$ cat src/rtl/lpdc_pkg.sv
package lpdc_pkg;

    localparam int ATAN_ENTRIES = 24;
    localparam logic signed [33:0] PI_Q29 = 34'sd1686629713;
    localparam logic signed [33:0] CORDIC_GAIN_Q30 = 34'sd652032874;

    typedef enum logic [1:0] {
        KIND_POINT    = 2'd0,
        KIND_EOC_LAST = 2'd1,
        KIND_EOC_MORE = 2'd2
    } kind_t;

    typedef enum logic [2:0] {
        RT_STRONGEST = 3'd0,
        RT_FIRST     = 3'd1,
        RT_LAST      = 3'd2,
        RT_SECOND    = 3'd3,
        RT_UNKNOWN   = 3'd4
    } rtype_t;

    localparam logic [1:0] MODE_FIRST  = 2'd0;
    localparam logic [1:0] MODE_LAST   = 2'd1;
    localparam logic [1:0] MODE_SECOND = 2'd2;

    localparam logic CMD_HEADER = 1'b0;

    function automatic logic signed [33:0] atan_q30(input int i);
        logic signed [33:0] t [ATAN_ENTRIES];
        t = '{34'sd843314857, 34'sd497837829, 34'sd263043837, 34'sd133525159,
              34'sd67021687, 34'sd33543516, 34'sd16775851, 34'sd8388437,
              34'sd4194283, 34'sd2097149, 34'sd1048576, 34'sd524288,
              34'sd262144, 34'sd131072, 34'sd65536, 34'sd32768,
              34'sd16384, 34'sd8192, 34'sd4096, 34'sd2048,
              34'sd1024, 34'sd512, 34'sd256, 34'sd128};
        return t[i];
    endfunction

    // Sideband carried down the CORDIC row with each point
    typedef struct packed {
        logic        eoc;
        logic        pt;
        logic [63:0] eoc_time;
        logic [19:0] rng;
        logic [15:0] az_rad;
        logic [15:0] el_rad;
        rtype_t      rtype;
        logic [15:0] vel;
        logic [7:0]  inten;
        logic [63:0] rel_time;
        logic [15:0] chan;
    } side_t;

endpackage

$ cat src/rtl/lpdc_cordic_cell.sv
module lpdc_cordic_cell
    import lpdc_pkg::*;
#(
    parameter int STAGE = 0
) (
    input  logic               clk,
    input  logic               adv,
    input  logic signed [33:0] x_in,
    input  logic signed [33:0] y_in,
    input  logic signed [33:0] z_in,
    output logic signed [33:0] x_reg,
    output logic signed [33:0] y_reg,
    output logic signed [33:0] z_reg
);

    logic signed [33:0] dx;
    logic signed [33:0] dy;

    assign dx = y_in >>> STAGE;
    assign dy = x_in >>> STAGE;

    always_ff @(posedge clk)
    begin
        if (adv)
        begin
            if (!z_in[33])
            begin
                x_reg <= x_in - dx;
                y_reg <= y_in + dy;
                z_reg <= z_in - atan_q30(STAGE);
            end
            else
            begin
                x_reg <= x_in + dx;
                y_reg <= y_in - dy;
                z_reg <= z_in + atan_q30(STAGE);
            end
        end
    end

endmodule

$ cat config.mk
export PLATFORM = sky130hd
export DESIGN_NAME = lpdc_cordic_cell
export DESIGN_NICKNAME = d
export VERILOG_FILES = /design/src/rtl/lpdc_pkg.sv /design/src/rtl/lpdc_cordic_cell.sv
export SDC_FILE = /design/constraint.sdc
export NUM_CORES = 1
export LEC_CHECK = 0
export ABC_AREA = 1
export ABC_CLOCK_PERIOD_IN_PS = 3000
export BUFFER_PORTS_ARGS = -buffer_cell sky130_fd_sc_hd__buf_4
export CAP_MARGIN = 20
export CORE_ASPECT_RATIO = 0.8
export CORE_MARGIN = 3
export CORE_UTILIZATION = 40
export CTS_CLUSTER_DIAMETER = 80
export CTS_CLUSTER_SIZE = 25
export DETAILED_ROUTE_END_ITERATION = 7
export GPL_TIMING_DRIVEN = 1
export SKIP_CTS_REPAIR_TIMING = 1
export SYNTH_ARGS = -nofsm -noshare
export SYNTH_HDL_FRONTEND = slang
export SYNTH_SLANG_ARGS = --single-unit
$ cat constraint.sdc
create_clock -name clk -period 3 [get_ports clk]
set_input_delay 0.3 -clock clk [delete_from_list [all_inputs] [get_ports clk]]
set_output_delay 0.3 -clock clk [all_outputs]
set_load 0.01 [all_outputs]
**Yosys cells after proc, flatten, opt, wreduce, memory -nomap -nowiden**

Cells that the tools add are included.

- Register bits: 102
- Input port bits: 104
- Output and inout bits: 102
- Logic and storage cells: 11

- Add/subtract/negate cells: 5
- Multiplexer cells: 3

Operator list:

| operator | number |
|---|---|
| 2-to-1 mux 34 bit | 3 |
| subtractor 34 bit | 2 |
| adder 34 x 31 -> 34 bit (second input constant) | 1 |
| adder 34 bit | 1 |
| subtractor 34 x 31 -> 34 bit (second input constant) | 1 |

**Depth between registers and ports, before layout**

Gate-level depths: netlist (run 1).

- Word-level depth: 2
- Gate-level depth with buffers: 18
- Gate-level depth less buffers: 17

**Worst setup path before layout (run 1)**

OpenSTA, ideal clock, no wires.

- Kind: input-to-reg
- Start: input port z_in[33]
- End: register z_reg[25], data pin
- Library setup time: 0.252 ns
- Arrival: 2.475 ns
- Data required time: 2.748 ns
- Setup slack: 0.273 ns
- Stages on the path: 14
- Path buffers: 2
- Path through: buf_6 -> inv_2 -> clkbuf_1 -> ha_1 -> a21oi_1 -> o21ai_0 -> nor2_1 -> o21ai_2 -> nand2_1 -> nand2_1 -> nand2_1 -> nand2_1 -> nand2_1 -> nand2_1

- Cells in the longest elaborated chain, start to end: 1

Ends and longest elaborated chain:

| what | line | RTL |
|---|---|---|
| from (decl) | lpdc_cordic_cell.sv:10 | `input logic signed [33:0] z_in,` |
| 2-to-1 mux 34 bit | lpdc_cordic_cell.sv:26 | `if (!z_in[33])` |
| to (signal assigned) | lpdc_cordic_cell.sv:30 | `z_reg <= z_in - atan_q30(STAGE);` |
| to (signal assigned) | lpdc_cordic_cell.sv:36 | `z_reg <= z_in + atan_q30(STAGE);` |
| to (decl) | lpdc_cordic_cell.sv:13 | `output logic signed [33:0] z_reg` |

Every way passes these cells.
A chain may end at the register's enable or synchronous reset.

**Final worst setup path (run 1)**

- Start: input port x_in[6]
- End: register y_reg[24], data pin

- Cells in the longest elaborated chain, start to end: 2
- Elaborated cells on any way between the ends: 3
- Those cells by class: add/sub (2); mux (1)

Ends and longest elaborated chain:

| what | line | RTL |
|---|---|---|
| from (decl) | lpdc_cordic_cell.sv:8 | `input logic signed [33:0] x_in,` |
| adder 34 bit / subtractor 34 bit (equally long branches) | lpdc_cordic_cell.sv:29, lpdc_cordic_cell.sv:35 |  |
| 2-to-1 mux 34 bit * | lpdc_cordic_cell.sv:26 |  |
| to (signal assigned) | lpdc_cordic_cell.sv:29 | `y_reg <= y_in + dy;` |
| to (signal assigned) | lpdc_cordic_cell.sv:35 | `y_reg <= y_in - dy;` |
| to (decl) | lpdc_cordic_cell.sv:12 | `output logic signed [33:0] y_reg,` |

Every way passes the cells marked *; elsewhere a longest branch is shown, timed or not.

==> flow_metrics.tcl, run 1 <==
set metrics [dict create \
    status "completed" \
    p_leak_nw 7.12 \
    hold_path.class "in -> reg" \
    drt_iter0_drc 1374 \
    dieArea_sq_um 32900 \
    grt_first_pass_wirelength_mm 69.7 \
    pwr-share-seq 0.324 \
    cts_made_buffers 9 \
    p_int_w 0.00341 \
    finalHoldViolCount 0 \
    globalRouteTotalUtil 0.275 \
    grt_max_degree 48 \
    ctsHtreeMaxLevel 3 \
    die_y_um 163 \
    wire_per_inst_um 19.1 \
    portBuffers 205 \
    use_met3 0.0567 \
    yosysTopAreaCell "edfxtp_1" \
    syn_area_per_cell_sq_um 6.75 \
    antenna_found_initial 0 \
    setup_viol 0 \
    utilization 0.487 \
    synth_commonest_cells "nand2_1 (471), inv_1 (223), a21oi_1 (176), nand3_1 (155), nor2_1 (154)" \
    synth_fa_ha_area_frac 0.140 \
    clk_pin_slew_ps 80 \
    finalCriticalPeriod_ps 2380 \
    io_pins 206 \
    synthXorXnorAreaFrac 0.0335 \
    drc 0 \
    hpwl_mm 39.3 \
    start_kind "primary input" \
    cts_tree "yes" \
    synth_ff_type "edfxtp_1" \
    grt_util_met2 0.401 \
    synth-edff-count 101 \
    grt_overflow 0 \
    async_reset_ff_frac 0 \
    ys_warn_count 0 \
    maxSlewViolCount 0 \
    grt_pass1_vias 12100 \
    fillerInstances 3098 \
    power_frac_comb 0.459 \
    ys_seq_elements 101 \
    placed_cells 2411 \
    power_density_nw_per_um2 406 \
    synth_top_area_share 0.246 \
    muxShareOfSynthArea 0.000814 \
    synth.most_common_cell "nand2_1" \
    finalSetupTns_ps 0 \
    worstPathRequired_ps 3120 \
    drtPass1Iterations 6 \
    synthesis.area_sq_um 12300 \
    max-cap-violations 0 \
    die_x_um 202 \
    routabilityCongestion 0.981 \
    stdcell_count 2427 \
    wl_mm 46.4 \
    met1_usage 0.418 \
    min_period_over_period 0.794 \
    start_util 0.413 \
    viasPerCell 5.38 \
    rows 56 \
    fin_nets 2255 \
    antennaDiodeCount 0 \
    sw_frac_of_total 0.421 \
    drive_above_1_share 0.161 \
    root_buffer "clkbuf_16" \
    synth_cells 1823 \
    max_freq_ghz 0.420 \
    synth_top_family_by_area "simple AND/OR/NAND/NOR gates" \
    slew_headroom 0.538 \
    critPathArrivalTime_ps 2510 \
    core_area_sq_um 29800 \
    ir_worst_vdd_mv 0.256 \
    vias 13100 \
    tightest_slew_ps 692 \
    antenna_left 0 \
    crit_fanout 11 \
    worstSetupPathType "in -> reg" \
    ys_seq_area_frac 0.246 \
    cp-end-kind "register" \
    clkPwrFrac 0.217 \
    syn2layout_area_growth_pct 17.9 \
    synth_nets 2062 \
    rsz0062_at_grt "false" \
    cts_sinks 101 \
    synth_compound_area_frac 0.170 \
    synthSimpleGateAreaFrac 0.311 \
    gr-max-usage-layer "met1" \
    clk_path_buf_depth 2 \
    p_switching_w 0.00248 \
    synth_cell_types 52 \
    synthTopCellsByArea "edfxtp_1 (25%), nand2_1 (14%), ha_1 (13%), a21oi_1 (7.2%), inv_1 (6.8%)" \
]
worst paths after layout:
kind | cells after the start | end | startpoint | slack (ps)
worst max-delay path | 14 | y_reg[24] | x_in[6] | 620
worst min-delay path | 2 | z_reg[33] | z_in[0] | 310
layout make-up:
type	count	area (sq um)	share of cell area
timing repair buffer	225	1700	0.117
inverter	239	897	0.0618
clock buffer	9	225	0.0155
sequential	101	3030	0.209
clock inverter	7	88.8	0.00612
multi-input combinational	1440	8050	0.555
tap	406	508	0.0350
worst max-delay path: stages:
cell	delay [ps]
buf_4	90
inv_1	40
ha_1	590
nand2_1	300
o21ai_0	330
inv_1	100
nand2_1	110
nand2_1	60
nand2_1	180
nand2_1	100
nand2_1	70
nand2_1	50
nand3_1	70
nand2_1	100
layout by cell type, fill, tap and decap left out, drive strengths merged, types with 8 or more instances in the layout:
cell type,Yosys,layout
clkbuf,5,9
xnor2,11,11
ha,131,131
edfxtp,101,101
a21oi,183,183
o21ai,128,128
o21bai,18,18
or2,8,8
xor2,36,36
a21o,16,16
buf,38,225
nand4,16,16
inv,239,242
nand3,158,158
nand2,491,491
nor3,26,26
nor2,172,172
cell families (layout without fill, tap and decap cells):
family                   Yosys count  after routing
buffers and inverters            282            480
AO/OA/AOI/OAI                    374            374
flip-flops                       101            101
adder cells (fa/ha/maj)          135            135
AND/OR/NAND/NOR                  883            883
XOR/XNOR                          47             47
multiplexers                       1              1
through the flow:
| step | setup WS [ps] | hold slack, ps | power [W] | instance area (sq um) |
|---|---|---|---|---|
| CTS | 652 | 286 | 0.00589 | 14500 |
| global route | 395 | 302 | 0.00626 | 14500 |
| floorplan | 273 | 412 | 0.00353 | 12300 |
| global placement | 213 | 694 | 0.00460 | 14200 |
| detailed placement | 241 | 688 | 0.00460 | 14200 |
| finish | 618 | 311 | 0.00589 | 14500 |
metal layers:
layer  routed length, um  up-vias
met1               22800     6057
met2               18900      528
li1                    -     6438
met3                4000       46
met5                   0        -
met4                 752        0
power by group through the flow:
stage	sequential, W	combinational, W	clock [W]
2_1_floorplan	0.00203	0.00149	0
3_3_place_gp	0.00194	0.00267	0
3_5_place_dp	0.00194	0.00266	0
4_1_cts	0.00191	0.00268	0.00131
5_1_grt	0.00193	0.00297	0.00136
6_report	0.00191	0.00271	0.00128
Power figures use the tool's default switching activity.
==> inputs of run 2 (changes only) <==
--- a/config.mk
+++ b/config.mk
@@ -6,7 +6,7 @@
 export NUM_CORES = 1
 export LEC_CHECK = 0
 export ABC_AREA = 1
-export ABC_CLOCK_PERIOD_IN_PS = 3000
+export ABC_CLOCK_PERIOD_IN_PS = 2400
 export BUFFER_PORTS_ARGS = -buffer_cell sky130_fd_sc_hd__buf_4
 export CAP_MARGIN = 20
 export CORE_ASPECT_RATIO = 0.8
==> constraint.sdc (replaced) <==
create_clock -name clk -period 2.4 [get_ports clk]
set_input_delay 0.24 -clock clk [delete_from_list [all_inputs] [get_ports clk]]
set_output_delay 0.24 -clock clk [all_outputs]
set_load 0.01 [all_outputs]
==> run 2 against run 1 <==
  * Count of clock-buffer cells in the layout is 1 higher
  * Final cell count is 9.4% higher
  * Core utilization is 5.8 points higher
  * First-iteration DRC count is 6.7% lower
  * Power is 33% higher
  * Routed wire length is 3.4% higher
  * Combinational power is 43% higher
  * Sequential power is 25% higher
  * Sequential share of layout area is 2.2 points lower
  * Hold slack worse by 110 ps
  * Cell area is 12% higher
  * Largest power group unchanged
==> flow_metrics.tcl, run 2 (synthesized netlist as in run 1, its figures left out) <==
set metrics [dict create \
    antenna_found_initial 1 \
    critPathSlowestCell "ha_1" \
    p_leak_nw 8.22 \
    critPathArrivalTime_ps 2250 \
    io_pins 206 \
    die_x_um 202 \
    mostFrequentLayoutCell "nand2_1" \
    syn2layout_area_growth_pct 32.0 \
    dieArea_sq_um 32900 \
    start_kind "primary input" \
    cts_tree "yes" \
    fin_nets 2484 \
    max_freq_ghz 0.463 \
    root_buffer "clkbuf_16" \
    hpwl_mm 40.8 \
    min_period_over_period 0.901 \
    drtPass1Iterations 5 \
    grt_max_degree 57 \
    wl_mm 48.0 \
    ir_worst_vdd_mv 0.393 \
    routabilityCongestion 0.931 \
    finalHoldViolCount 0 \
    maxSlewViolCount 0 \
    fillerInstances 2982 \
    cp-end-kind "register" \
    core_area_sq_um 29800 \
    placed_cells 2640 \
    drive_above_1_share 0.246 \
    stdcell_count 2656 \
    wire_per_inst_um 18.1 \
    grt_pass1_vias 13200 \
    rows 56 \
    final_cell_mix "nand2_1 (471), buf_4 (449), inv_1 (223)" \
    path_cells "buf_4 > inv_1 > ha_1 > a21oi_1 > o21ai_0 > inv_1 > nand2_1 > nand2_1 > nand2_1 > nand2_1 > nand2_1 > nand2_1 > nand3_1 > nand2_1" \
    cpPeakStageDelay_ps 520 \
    crit_fanout 10 \
    die_y_um 163 \
    ctsHtreeMaxLevel 3 \
    worstSetupPathType "in -> reg" \
    power_density_nw_per_um2 481 \
    status "completed" \
    grt_first_pass_wirelength_mm 73.3 \
    clk_pin_slew_ps 80 \
    setup_viol 0 \
    cts_made_buffers 9 \
    grt_overflow 0 \
    portBuffers 205 \
    worstPathRequired_ps 2490 \
    power.total_w 0.00781 \
    slew_headroom 0.492 \
    cts_sinks 101 \
    hold_path.class "in -> reg" \
    setup_slack_ps 239 \
    place_ws_ps -195 \
    multi_input_area_sq_um 8050 \
    antennaDiodeCount 0 \
    max-cap-violations 0 \
    crit_path_end "x_reg[23]" \
    clk_path_buf_depth 2 \
    drc 0 \
    vias 13900 \
    rsz0062_at_grt "false" \
    tightest_slew_ps 762 \
    finalCriticalPeriod_ps 2160 \
    start_util 0.413 \
    drt_iter0_drc 1282 \
    startpoint "x_in[4]" \
    viasPerCell 5.23 \
    regArea_sq_um 3030 \
    antenna_left 0 \
    globalRouteTotalUtil 0.286 \
    crit_top_cell "nand2_1" \
]
-- run 2: metrics by stage --
stage / area [sq um] / utilization / setup TNS, ps / hold WS (ps)
6_report: 16200 / 0.546 / 0 / 205
3_3_place_gp: 16000 / 0.536 / -800 / 586
5_1_grt: 16200 / 0.546 / 0 / 187
4_1_cts: 16200 / 0.546 / 0 / 191
3_5_place_dp: 16000 / 0.536 / -1280 / 587
2_1_floorplan: 12300 / - / 0 / 352
-- run 2: layout make-up --
class                           instances  area share
Timing Repair Buffer                  454       0.214
Multi-Input combinational cell       1440       0.496
Tap cell                              406      0.0313
Inverter                              239      0.0552
Clock inverter                          6     0.00339
Clock buffer                           10      0.0141
Sequential cell                       101       0.187
-- run 2: how the worst min path moves through the flow --
stage / from / to / slack (ps) / cells after the start
after CTS: z_in[0] / z_reg[33] / 190 / 2
after global routing: z_in[0] / z_reg[33] / 190 / 2
after global placement: z_in[0] / z_reg[33] / 590 / 2
after detailed placement: z_in[0] / z_reg[33] / 590 / 2
final: z_in[0] / z_reg[33] / 210 / 2
after floorplan: adv / x_reg[0] / 350 / 0
-- run 2: power by group --
group / switching [W] / internal, W / total, W
registers: 0.0000903 / 0.00229 / 0.00238
clock network: 0.000816 / 0.000729 / 0.00154
logic: 0.00224 / 0.00164 / 0.00388
-- run 2: worst max-delay path, delay by kind of cell --
kind                     cells  cell delay [ps]
AO/OA/AOI/OAI                2              490
adder cells (fa/ha/maj)      1              520
buffers and inverters        3              210
AND/OR/NAND/NOR              8              770
-- run 2: layer usage --
layer,track usage,routed length (um),vias to the layer above
met2,0.430,19700,535
met1,0.430,23700,6404
li1,-,-,6889
met4,0.0630,899,0
met3,0.0496,3640,52
met5,0,0,-
